[src/rtl/lkv_pkg.sv]
// lkv_pkg: shared types and constants of the lru key-value cache
`timescale 1ns / 1ps
`default_nettype none
package lkv_pkg;

   // request kinds carried on req_tuser
   localparam logic REQ_PUT = 1'b0;
   localparam logic REQ_GET = 1'b1;

   // read value returned on a miss
   localparam logic [31:0] MISS_VALUE = 32'hFFFF_FFFF;

   // capacity register reset value and width
   localparam int           CAP_W     = 5;
   localparam logic [4:0]   CAP_RESET = 5'd16;

   // one stored entry, key in the lowest bits
   typedef struct packed {
      logic [63:0] stamp;
      logic [31:0] value;
      logic [31:0] key;
   } lkv_entry_type;

   // sequencer states
   typedef enum logic [2:0] {
      ST_IDLE,
      ST_SCAN,
      ST_FINISH,
      ST_UPDATE,
      ST_RESP
   } lkv_state_type;

   // control from the sequencer to the scan unit
   typedef struct packed {
      logic start;     // clear the match flag for a new transaction
      logic rd_valid;  // memory read data is valid this cycle
   } lkv_scan_ctrl_type;

endpackage
`default_nettype wire

[src/rtl/lkv_ram.sv]
// lkv_ram: generic simple dual-port ram with registered read
`timescale 1ns / 1ps
`default_nettype none
module lkv_ram #(
   parameter int WIDTH  = 128,
   parameter int DEPTH  = 16,
   parameter int ADDR_W = (DEPTH > 1) ? $clog2(DEPTH) : 1
) (
   input  wire logic              clock,
   input  wire logic              wr_en,
   input  wire logic [ADDR_W-1:0] wr_addr,
   input  wire logic [WIDTH-1:0]  wr_data,
   input  wire logic              rd_en,
   input  wire logic [ADDR_W-1:0] rd_addr,
   output logic      [WIDTH-1:0]  rd_data
);

   logic [WIDTH-1:0] mem_ff [DEPTH];

   // write port
   always_ff @(posedge clock) begin
      if (wr_en) begin
         mem_ff[wr_addr] <= wr_data;
      end
   end

   // registered read port
   always_ff @(posedge clock) begin
      if (rd_en) begin
         rd_data <= mem_ff[rd_addr];
      end
   end

endmodule
`default_nettype wire

[src/rtl/lkv_scan.sv]
// lkv_scan: key match and oldest-stamp search over streamed entries
`timescale 1ns / 1ps
`default_nettype none
module lkv_scan
   import lkv_pkg::*;
#(
   parameter int ADDR_W = 4
) (
   input  wire logic              clock,
   input  wire logic              reset,
   input  wire lkv_scan_ctrl_type ctrl,
   input  wire logic [ADDR_W-1:0] rd_idx,
   input  wire lkv_entry_type     rd_entry,
   input  wire logic [31:0]       req_key,
   output logic                   hit,
   output logic      [ADDR_W-1:0] hit_idx,
   output logic      [31:0]       hit_value,
   output logic      [ADDR_W-1:0] old_idx
);

   logic              hit_ff;
   logic [ADDR_W-1:0] hit_idx_ff;
   logic [31:0]       hit_value_ff;
   logic [63:0]       old_stamp_ff;
   logic [ADDR_W-1:0] old_idx_ff;
   logic              key_eq;
   logic              older;

   assign key_eq = (rd_entry.key == req_key);
   // slot zero seeds the search, later slots must be strictly older
   assign older  = (rd_idx == '0) || (rd_entry.stamp < old_stamp_ff);

   // match flag
   always_ff @(posedge clock) begin
      if (reset) begin
         hit_ff <= 1'b0;
      end else if (ctrl.start) begin
         hit_ff <= 1'b0;
      end else if (ctrl.rd_valid && key_eq) begin
         hit_ff <= 1'b1;
      end
   end

   // match payload, first match kept
   always_ff @(posedge clock) begin
      if (ctrl.rd_valid && key_eq && !hit_ff) begin
         hit_idx_ff   <= rd_idx;
         hit_value_ff <= rd_entry.value;
      end
   end

   // oldest entry tracking
   always_ff @(posedge clock) begin
      if (ctrl.rd_valid && older) begin
         old_stamp_ff <= rd_entry.stamp;
         old_idx_ff   <= rd_idx;
      end
   end

   assign hit       = hit_ff;
   assign hit_idx   = hit_idx_ff;
   assign hit_value = hit_value_ff;
   assign old_idx   = old_idx_ff;

endmodule
`default_nettype wire

[src/rtl/lru_key_value_cache_core.sv]
// lru_key_value_cache_core: fully associative key-value cache with lru replacement
// Each transaction reads every filled slot from the entry memory, one slot a cycle
// through its single read port, then passes the finish and update states before the
// next one can be taken; an empty cache goes straight to update. A get result is
// registered in the update state, or later in the response state while the output
// is stalled, and then shows on rsp_tvalid. Synchronous active-high reset empties
// the cache, clears the tick counter and sets capacity to 16.
`timescale 1ns / 1ps
`default_nettype none
module lru_key_value_cache_core
   import lkv_pkg::*;
#(
   parameter int SLOTS = 16
) (
   input  wire logic        clock,
   input  wire logic        reset,
   // configuration
   input  wire logic        csr_wr_en,
   input  wire logic [4:0]  csr_wr_data,   // capacity_in_use
   // request channel
   input  wire logic        req_tvalid,
   output logic             req_tready,
   input  wire logic [63:0] req_tdata,     // key [31:0], put_value [63:32]
   input  wire logic        req_tuser,     // req_type
   // response channel
   output logic             rsp_tvalid,
   input  wire logic        rsp_tready,
   output logic      [31:0] rsp_tdata,     // read_value [31:0]
   output logic             rsp_tuser      // found
);

   localparam int AW = (SLOTS > 1) ? $clog2(SLOTS) : 1;
   localparam int CW = $clog2(SLOTS + 1);
   localparam int EW = (CW > CAP_W) ? CW : CAP_W;
   localparam int EW_SLOTS = SLOTS;

   lkv_state_type     state_ff, state_in;
   logic [CAP_W-1:0]  cap_ff;
   logic [CW-1:0]     fill_ff, fill_in;
   logic [63:0]       tick_ff, tick_in;
   logic [AW-1:0]     scan_ff, scan_in;
   logic              rd_pend_ff, rd_pend_in;
   logic [AW-1:0]     rd_idx_ff;
   logic              is_get_ff;
   logic [31:0]       key_ff;
   logic [31:0]       val_ff;
   logic              rsp_valid_ff, rsp_valid_in;
   logic              rsp_found_ff;
   logic [31:0]       rsp_data_ff;

   logic              accept;
   logic              out_free;
   logic              rsp_load;
   logic              last_read;
   logic              room;
   logic [EW-1:0]     eff_cap;
   logic              mem_we;
   logic [AW-1:0]     mem_waddr;
   lkv_entry_type     mem_wdata;
   logic              mem_re;
   lkv_entry_type     mem_rdata;
   lkv_scan_ctrl_type scan_ctrl;
   logic              hit;
   logic [AW-1:0]     hit_idx;
   logic [31:0]       hit_value;
   logic [AW-1:0]     old_idx;

   assign accept    = req_tvalid && req_tready;
   assign out_free  = !rsp_valid_ff || rsp_tready;
   assign last_read = (CW'(scan_ff) == (fill_ff - 1'b1));

   // effective capacity: zero reads as one, clipped to the built depth
   always_comb begin
      priority if (cap_ff == '0) begin
         eff_cap = EW'(1);
      end else if (EW'(cap_ff) > EW'(EW_SLOTS)) begin
         eff_cap = EW'(EW_SLOTS);
      end else begin
         eff_cap = EW'(cap_ff);
      end
   end
   assign room = (EW'(fill_ff) < eff_cap);

   // next state
   always_comb begin
      state_in = state_ff;
      unique case (state_ff)
         ST_IDLE: begin
            if (accept) begin
               state_in = (fill_ff == '0) ? ST_UPDATE : ST_SCAN;
            end
         end
         ST_SCAN: begin
            if (last_read) begin
               state_in = ST_FINISH;
            end
         end
         ST_FINISH: begin
            state_in = ST_UPDATE;
         end
         ST_UPDATE: begin
            state_in = (is_get_ff == REQ_GET && !out_free) ? ST_RESP : ST_IDLE;
         end
         ST_RESP: begin
            if (out_free) begin
               state_in = ST_IDLE;
            end
         end
         default: begin
            state_in = ST_IDLE;
         end
      endcase
   end

   // sequencer outputs
   always_comb begin
      req_tready         = 1'b0;
      scan_in            = scan_ff;
      rd_pend_in         = 1'b0;
      mem_re             = 1'b0;
      mem_we             = 1'b0;
      mem_waddr          = hit_idx;
      mem_wdata.key      = key_ff;
      mem_wdata.value    = val_ff;
      mem_wdata.stamp    = tick_ff;
      fill_in            = fill_ff;
      tick_in            = tick_ff;
      rsp_load           = 1'b0;
      scan_ctrl.start    = 1'b0;
      scan_ctrl.rd_valid = rd_pend_ff;
      unique case (state_ff)
         ST_IDLE: begin
            req_tready = 1'b1;
            if (accept) begin
               tick_in         = tick_ff + 64'd1;
               scan_in         = '0;
               scan_ctrl.start = 1'b1;
            end
         end
         ST_SCAN: begin
            mem_re     = 1'b1;
            rd_pend_in = 1'b1;
            scan_in    = scan_ff + 1'b1;
         end
         ST_FINISH: begin
         end
         ST_UPDATE: begin
            if (is_get_ff == REQ_GET) begin
               // a hit restamps the entry, value unchanged
               mem_we          = hit;
               mem_wdata.value = hit_value;
               rsp_load        = out_free;
            end else if (hit) begin
               mem_we = 1'b1;
            end else if (room) begin
               mem_we    = 1'b1;
               mem_waddr = fill_ff[AW-1:0];
               fill_in   = fill_ff + 1'b1;
            end else begin
               mem_we    = 1'b1;
               mem_waddr = old_idx;
            end
         end
         ST_RESP: begin
            rsp_load = out_free;
         end
         default: begin
         end
      endcase
   end

   // control registers
   always_ff @(posedge clock) begin
      if (reset) begin
         state_ff     <= ST_IDLE;
         cap_ff       <= CAP_RESET;
         fill_ff      <= '0;
         tick_ff      <= '0;
         rd_pend_ff   <= 1'b0;
         rsp_valid_ff <= 1'b0;
      end else begin
         state_ff     <= state_in;
         fill_ff      <= fill_in;
         tick_ff      <= tick_in;
         rd_pend_ff   <= rd_pend_in;
         rsp_valid_ff <= rsp_valid_in;
         if (csr_wr_en) begin
            cap_ff <= csr_wr_data;
         end
      end
   end

   // request capture and scan address
   always_ff @(posedge clock) begin
      scan_ff   <= scan_in;
      rd_idx_ff <= scan_ff;
      if (accept) begin
         is_get_ff <= req_tuser;
         key_ff    <= req_tdata[31:0];
         val_ff    <= req_tdata[63:32];
      end
   end

   // response register
   assign rsp_valid_in = rsp_load ? 1'b1 : (rsp_tready ? 1'b0 : rsp_valid_ff);
   always_ff @(posedge clock) begin
      if (rsp_load) begin
         rsp_found_ff <= hit;
         rsp_data_ff  <= hit ? hit_value : MISS_VALUE;
      end
   end

   assign rsp_tvalid = rsp_valid_ff;
   assign rsp_tuser  = rsp_found_ff;
   assign rsp_tdata  = rsp_data_ff;

   // entry memory
   lkv_ram #(
      .WIDTH ($bits(lkv_entry_type)),
      .DEPTH (SLOTS),
      .ADDR_W(AW)
   ) u_ram (
      .clock  (clock),
      .wr_en  (mem_we),
      .wr_addr(mem_waddr),
      .wr_data(mem_wdata),
      .rd_en  (mem_re),
      .rd_addr(scan_ff),
      .rd_data(mem_rdata)
   );

   // match and victim search
   lkv_scan #(
      .ADDR_W(AW)
   ) u_scan (
      .clock    (clock),
      .reset    (reset),
      .ctrl     (scan_ctrl),
      .rd_idx   (rd_idx_ff),
      .rd_entry (mem_rdata),
      .req_key  (key_ff),
      .hit      (hit),
      .hit_idx  (hit_idx),
      .hit_value(hit_value),
      .old_idx  (old_idx)
   );

endmodule
`default_nettype wire

[config.mk]
export PLATFORM = sky130hd
export DESIGN_NAME = lru_key_value_cache_core
export DESIGN_NICKNAME = d
export VERILOG_FILES = /design/src/rtl/lkv_pkg.sv /design/src/rtl/lkv_ram.sv /design/src/rtl/lkv_scan.sv /design/src/rtl/lru_key_value_cache_core.sv
export SDC_FILE = /design/constraint.sdc
export NUM_CORES = 2
export LEC_CHECK = 0
export BUFFER_PORTS_ARGS = -buffer_cell sky130_fd_sc_hd__buf_2
export CELL_PAD_IN_SITES_DETAIL_PLACEMENT = 2
export CELL_PAD_IN_SITES_GLOBAL_PLACEMENT = 2
export CORE_MARGIN = 2
export CORE_UTILIZATION = 30
export CTS_CLUSTER_SIZE = 40
export DETAILED_ROUTE_END_ITERATION = 8
export HOLD_SLACK_MARGIN = 0.1
export PLACE_DENSITY_LB_ADDON = 0.08
export SYNTH_ARGS = -nofsm -noshare
export SYNTH_HDL_FRONTEND = slang
export SYNTH_SLANG_ARGS = --single-unit
export TNS_END_PERCENT = 5
[constraint.sdc]
create_clock -name clock -period 10.1 [get_ports clock]
set_input_delay 1.01 -clock clock [delete_from_list [all_inputs] [get_ports clock]]
set_output_delay 1.01 -clock clock [all_outputs]
set_load 0.005 [all_outputs]
==> qor.txt <==
LOGIC SYNTHESIS
------------------------------------------------------------------------------------
Synthesized cell area ................................................. 93,400 sq um
Complex-gate fraction of the synthesized area .........................      0.00753
Largest family of logic cells by synthesized area ..................... multiplexers
Multiplexer share of the synthesized area .............................        0.158
Number of nets in the synthesized netlist .............................        4,196
Xor/xnor cell area share of the yosys netlist .........................      0.00975
Ys flop type .......................................................... sky130_fd_sc_hd__edfxtp_1
Syn avg cell area .....................................................   23.1 sq um
Adder-cell area share of the yosys netlist ............................      0.00951
Synthesized-area fraction occupied by and/or/nand/nor cells ...........       0.0205
Number of synthesized register bits ...................................        2,466
Post-synthesis cell type count ........................................           61
Cell accounting for the most synthesized area ......................... sky130_fd_sc_hd__edfxtp_1
Number of enable flip-flop cells after synthesis ......................        2,382
Top cell type's share of synthesized area .............................        0.765
Number of instances in the synthesized netlist ........................        4,050
Synth area leaders .................................................... sky130_fd_sc_hd__edfxtp_1 77%, sky130_fd_sc_hd__mux4_2 15%, sky130_fd_sc_hd__dfxtp_1 1.8%
Portion of the post-synthesis area used by sequential elements ........        0.783
Yosys Warn Count ......................................................            0
Share of flip-flops with an asynchronous set or reset after synthesis .            0

CRITICAL PATH
------------------------------------------------------------------------------------
Startpoint types ......................................................         flop
Worst setup slack for register-to-register paths ......................      4.99 ns
CP Max Fanout .........................................................           37
Cells on worst reg2reg path ...........................................           10
Start point of the critical path ......................................    cap_ff[4]
Worst flop-to-flop path startpoint ....................................    cap_ff[4]
End point of the critical path ........................................ u_ram.mem_ff[6][102]
Critical Setup Path Class .............................................   reg -> reg
Kind of capture point of the worst setup path .........................         flop
Data arrival time of the critical path ................................      5.59 ns
Worst R2R End ......................................................... u_ram.mem_ff[6][102]
Critical path data required time ......................................     10.59 ns

STA
------------------------------------------------------------------------------------
Shortest clock period the worst path allows after layout ..............      5.11 ns
Total setup violations reported at the end of the flow ................            0
Pin slew with the least headroom to its limit .........................      1.21 ns
Fin Clk Skew ..........................................................    0.0352 ns
Timing-limited maximum frequency ......................................    0.196 GHz
Fin. max-slew vios ....................................................            0
Worst-case hold slack .................................................     0.303 ns
Total Neg Setup Slack .................................................         0 ns
Unrepaired setup endpoints after global routing .......................        false
Number of hold violations in the final report .........................            0
Relative slew margins .................................................        0.196
Share of the clock period used by the worst path after layout .........        0.506

CLOCKING
------------------------------------------------------------------------------------
Number of buffers on the longest clock path ...........................            4
TritonCTS clock tree ..................................................         done
Number of gates resized after CTS .....................................            0
Total CTS buffers .....................................................          291
CTS root buf .......................................................... sky130_fd_sc_hd__clkbuf_16
Buffers inserted by post-CTS timing repair ............................            0
CTS sink cnt ..........................................................        2,466
Number of H-tree levels ...............................................            5
Worst-Skew Late Latency ...............................................      0.88 ns
Post-CTS Hold Buffers .................................................            0
Register clock-pin slew on the reported worst setup and hold paths ....      0.06 ns

POWER
------------------------------------------------------------------------------------
Total power per unit cell area ........................................  215 nW/um^2
Peak VDD IR ...........................................................       127 uV
Reported leakage power ................................................      34.6 nW

FINAL LAYOUT
------------------------------------------------------------------------------------
Net total in the final layout .........................................        4,503
Layout-stage area growth over the synthesis result ....................        16.1%
Footprint of the multi-input gates .................................... 19,300 sq um
Final Cell Area ....................................................... 108,000 sq um
Share of post-route cells with drive strength above 1 .................        0.281
Sequential cell area .................................................. 73,200 sq um
Number of fill cells ..................................................       29,560

PLACE
------------------------------------------------------------------------------------
Number of input and output port buffers inserted ......................          109
Total cell area at the placement stage ................................ 99,400 sq um
DPL Wire Length .......................................................       125 mm
Final weighted congestion in routability-driven placement .............        0.686

DIE
------------------------------------------------------------------------------------
I/O pin total .........................................................          110
Die width .............................................................  562 microns
Site Rows .............................................................          204
Vert. Die Dim .........................................................  562 microns
Initial standard-cell utilization of the core .........................        0.302
Total Die Area ........................................................ 316,000 sq um
Core Box Area ......................................................... 309,000 sq um

HOLD PATH
------------------------------------------------------------------------------------
Worst min path class ..................................................    in -> reg
Worst hold path stage count ...........................................            1
Startpoint of the worst hold path ..................................... req_tdata[5]

GLOBAL ROUTING
------------------------------------------------------------------------------------
Maximum number of pins on one net before global-route repair ..........          100
Global-route congestion overflow total ................................            0
Via count of the first global-routing pass ............................       48,084
Gr usage total ........................................................        0.159
Wire length of the first global-routing pass ..........................       364 mm
Antenna violations before repair ......................................            8

DRT
------------------------------------------------------------------------------------
Remaining number of nets flagged by the antenna check after routing ...            0
Vias/cell .............................................................         4.85
Met3 layer wire length in the routed design ...........................      7.59 mm
Met2 layer wire length in the routed design ...........................       125 mm
Detailed router's first-iteration violation count .....................        2,816
Final wirelength ......................................................       251 mm
First-pass iteration count of the detailed router .....................            5
Average routed wire per standard cell ................................. 28.9 microns
Top metal layer carrying routed signals ...............................         met4
Routed length on met1 .................................................       114 mm
Count of unresolved DRC violations after routing ......................            0
Vias post-DR ..........................................................       42,216

FLOW RUN
------------------------------------------------------------------------------------
Number of maximum-capacitance constraint violations ...................            0

STATUS
------------------------------------------------------------------------------------
Status ................................................................ finished clean

[how the worst min path moves through the flow]
stage	to
2_1_floorplan	rd_idx_ff[2]
3_3_place_gp	u_scan.hit_value[3]
3_5_place_dp	u_scan.hit_value[4]
4_1_cts	key_ff[5]
5_1_grt	key_ff[5]
6_report	key_ff[5]
[power by group]
part,total [mW],switching (mW),internal (mW)
sequential,11.5,0.107,11.4
clock,10.1,4.22,5.92
combinational,1.67,0.926,0.748
[state kept, by name, summed over array words and instances (netlist names), 3 cells and up]
name and count:
u_ram.mem_ff 2048, u_ram.rd_data 128, tick_ff 64, u_scan.old_stamp_ff 64, key_ff 32, rsp_tdata 32, u_scan.hit_value 32, val_ff 32
cap_ff 5, fill_ff 5, rd_idx_ff 4, scan_ff 4, u_scan.hit_idx 4, u_scan.old_idx 4, state_ff 3
[per-layer routing]
layer | GRT usage | vias up
li1 | - | 17667
met1 | 0.217 | 23620
met2 | 0.270 | 611
met3 | 0.0234 | 318
met4 | 0.0332 | 0
met5 | 0 | -
[cell usage after synthesis, types with 5 or more instances]
cell type	instances
sky130_fd_sc_hd__nand2b_1	39
sky130_fd_sc_hd__mux2i_1	21
sky130_fd_sc_hd__buf_1	21
sky130_fd_sc_hd__mux4_2	628
sky130_fd_sc_hd__nor4_1	6
sky130_fd_sc_hd__buf_4	7
sky130_fd_sc_hd__buf_2	64
sky130_fd_sc_hd__clkbuf_1	84
sky130_fd_sc_hd__a211oi_1	16
sky130_fd_sc_hd__nor2_1	110
sky130_fd_sc_hd__and4_1	9
sky130_fd_sc_hd__nor3_1	15
sky130_fd_sc_hd__xnor2_1	45
sky130_fd_sc_hd__a21oi_1	49
sky130_fd_sc_hd__dfxtp_1	84
sky130_fd_sc_hd__nand3_1	36
sky130_fd_sc_hd__nand4_1	44
sky130_fd_sc_hd__nor2b_1	14
sky130_fd_sc_hd__and2_1	9
sky130_fd_sc_hd__and3_1	16
sky130_fd_sc_hd__mux2_2	33
sky130_fd_sc_hd__a32o_1	5
sky130_fd_sc_hd__o21ai_0	16
sky130_fd_sc_hd__nand2_1	47
sky130_fd_sc_hd__inv_1	74
sky130_fd_sc_hd__xor2_1	59
sky130_fd_sc_hd__edfxtp_1	2382
sky130_fd_sc_hd__ha_1	71
[stage by stage]
step,util,setup WS [ns],power (mW),std cells
3_3_place_gp,0.321,4.80,13.4,8184
6_report,0.351,4.99,23.3,8697
2_1_floorplan,-,2.45,12.8,4050
3_5_place_dp,0.321,4.85,13.4,8184
5_1_grt,0.351,4.59,24.2,8697
4_1_cts,0.351,4.82,23.8,8696
[cell families after synthesis]
| logic type | after synthesis |
|---|---|
| DFF | 2466 |
| muxes | 682 |
| and+or+nand+nor | 362 |
| buffers and inverters | 254 |
| AOI/OAI and AO/OA | 111 |
| xor gates and xnor gates | 104 |
| adders and majority gates | 71 |
[critical path: stages, from the launching register on]
cell                        delay [ns]
sky130_fd_sc_hd__dfxtp_1          0.31
sky130_fd_sc_hd__inv_1            0.14
sky130_fd_sc_hd__nand2_1          0.09
sky130_fd_sc_hd__ha_1             0.31
sky130_fd_sc_hd__o2111ai_1        0.20
sky130_fd_sc_hd__o21ai_2          0.49
sky130_fd_sc_hd__mux2i_1          0.32
sky130_fd_sc_hd__a21oi_1          0.27
sky130_fd_sc_hd__nor2_4           0.93
sky130_fd_sc_hd__buf_4            0.82
sky130_fd_sc_hd__buf_4            0.74
[placed cells by master (no fill, tap or decap), types with 6 or more instances in the layout]
cell type and count:
sky130_fd_sc_hd__nand2b_1 39, sky130_fd_sc_hd__bufinv_16 19, sky130_fd_sc_hd__mux2_2 33, sky130_fd_sc_hd__buf_12 21, sky130_fd_sc_hd__nand2_1 46, sky130_fd_sc_hd__clkbuf_16 299, sky130_fd_sc_hd__buf_2 108, sky130_fd_sc_hd__edfxtp_1 2382
sky130_fd_sc_hd__a21oi_1 49, sky130_fd_sc_hd__mux2i_1 21, sky130_fd_sc_hd__o21ai_0 16, sky130_fd_sc_hd__inv_1 73, sky130_fd_sc_hd__inv_6 12, sky130_fd_sc_hd__nor2_1 97, sky130_fd_sc_hd__clkinv_1 61, sky130_fd_sc_hd__mux4_2 628
sky130_fd_sc_hd__nor2_4 13, sky130_fd_sc_hd__nand4_1 44, sky130_fd_sc_hd__and4_1 9, sky130_fd_sc_hd__and2_1 9, sky130_fd_sc_hd__clkinv_2 56, sky130_fd_sc_hd__nor4_1 6, sky130_fd_sc_hd__a211oi_1 16, sky130_fd_sc_hd__xnor2_1 45
sky130_fd_sc_hd__xor2_1 59, sky130_fd_sc_hd__buf_4 65, sky130_fd_sc_hd__and3_1 16, sky130_fd_sc_hd__ha_1 71, sky130_fd_sc_hd__nor3_1 15, sky130_fd_sc_hd__nor2b_1 13, sky130_fd_sc_hd__clkbuf_1 50, sky130_fd_sc_hd__nand3_1 36
sky130_fd_sc_hd__dfxtp_1 83
[area by class of cell]
type	count	area share
diodes	1	0.0000231
repair buffers	194	0.0134
flip-flops and latches	2466	0.675
well taps	4120	0.0475
inverters	74	0.00263
clock inverters	161	0.0126
multi-input cells	1330	0.178
clock buffers	351	0.0710
Power figures use the tool's default switching activity.
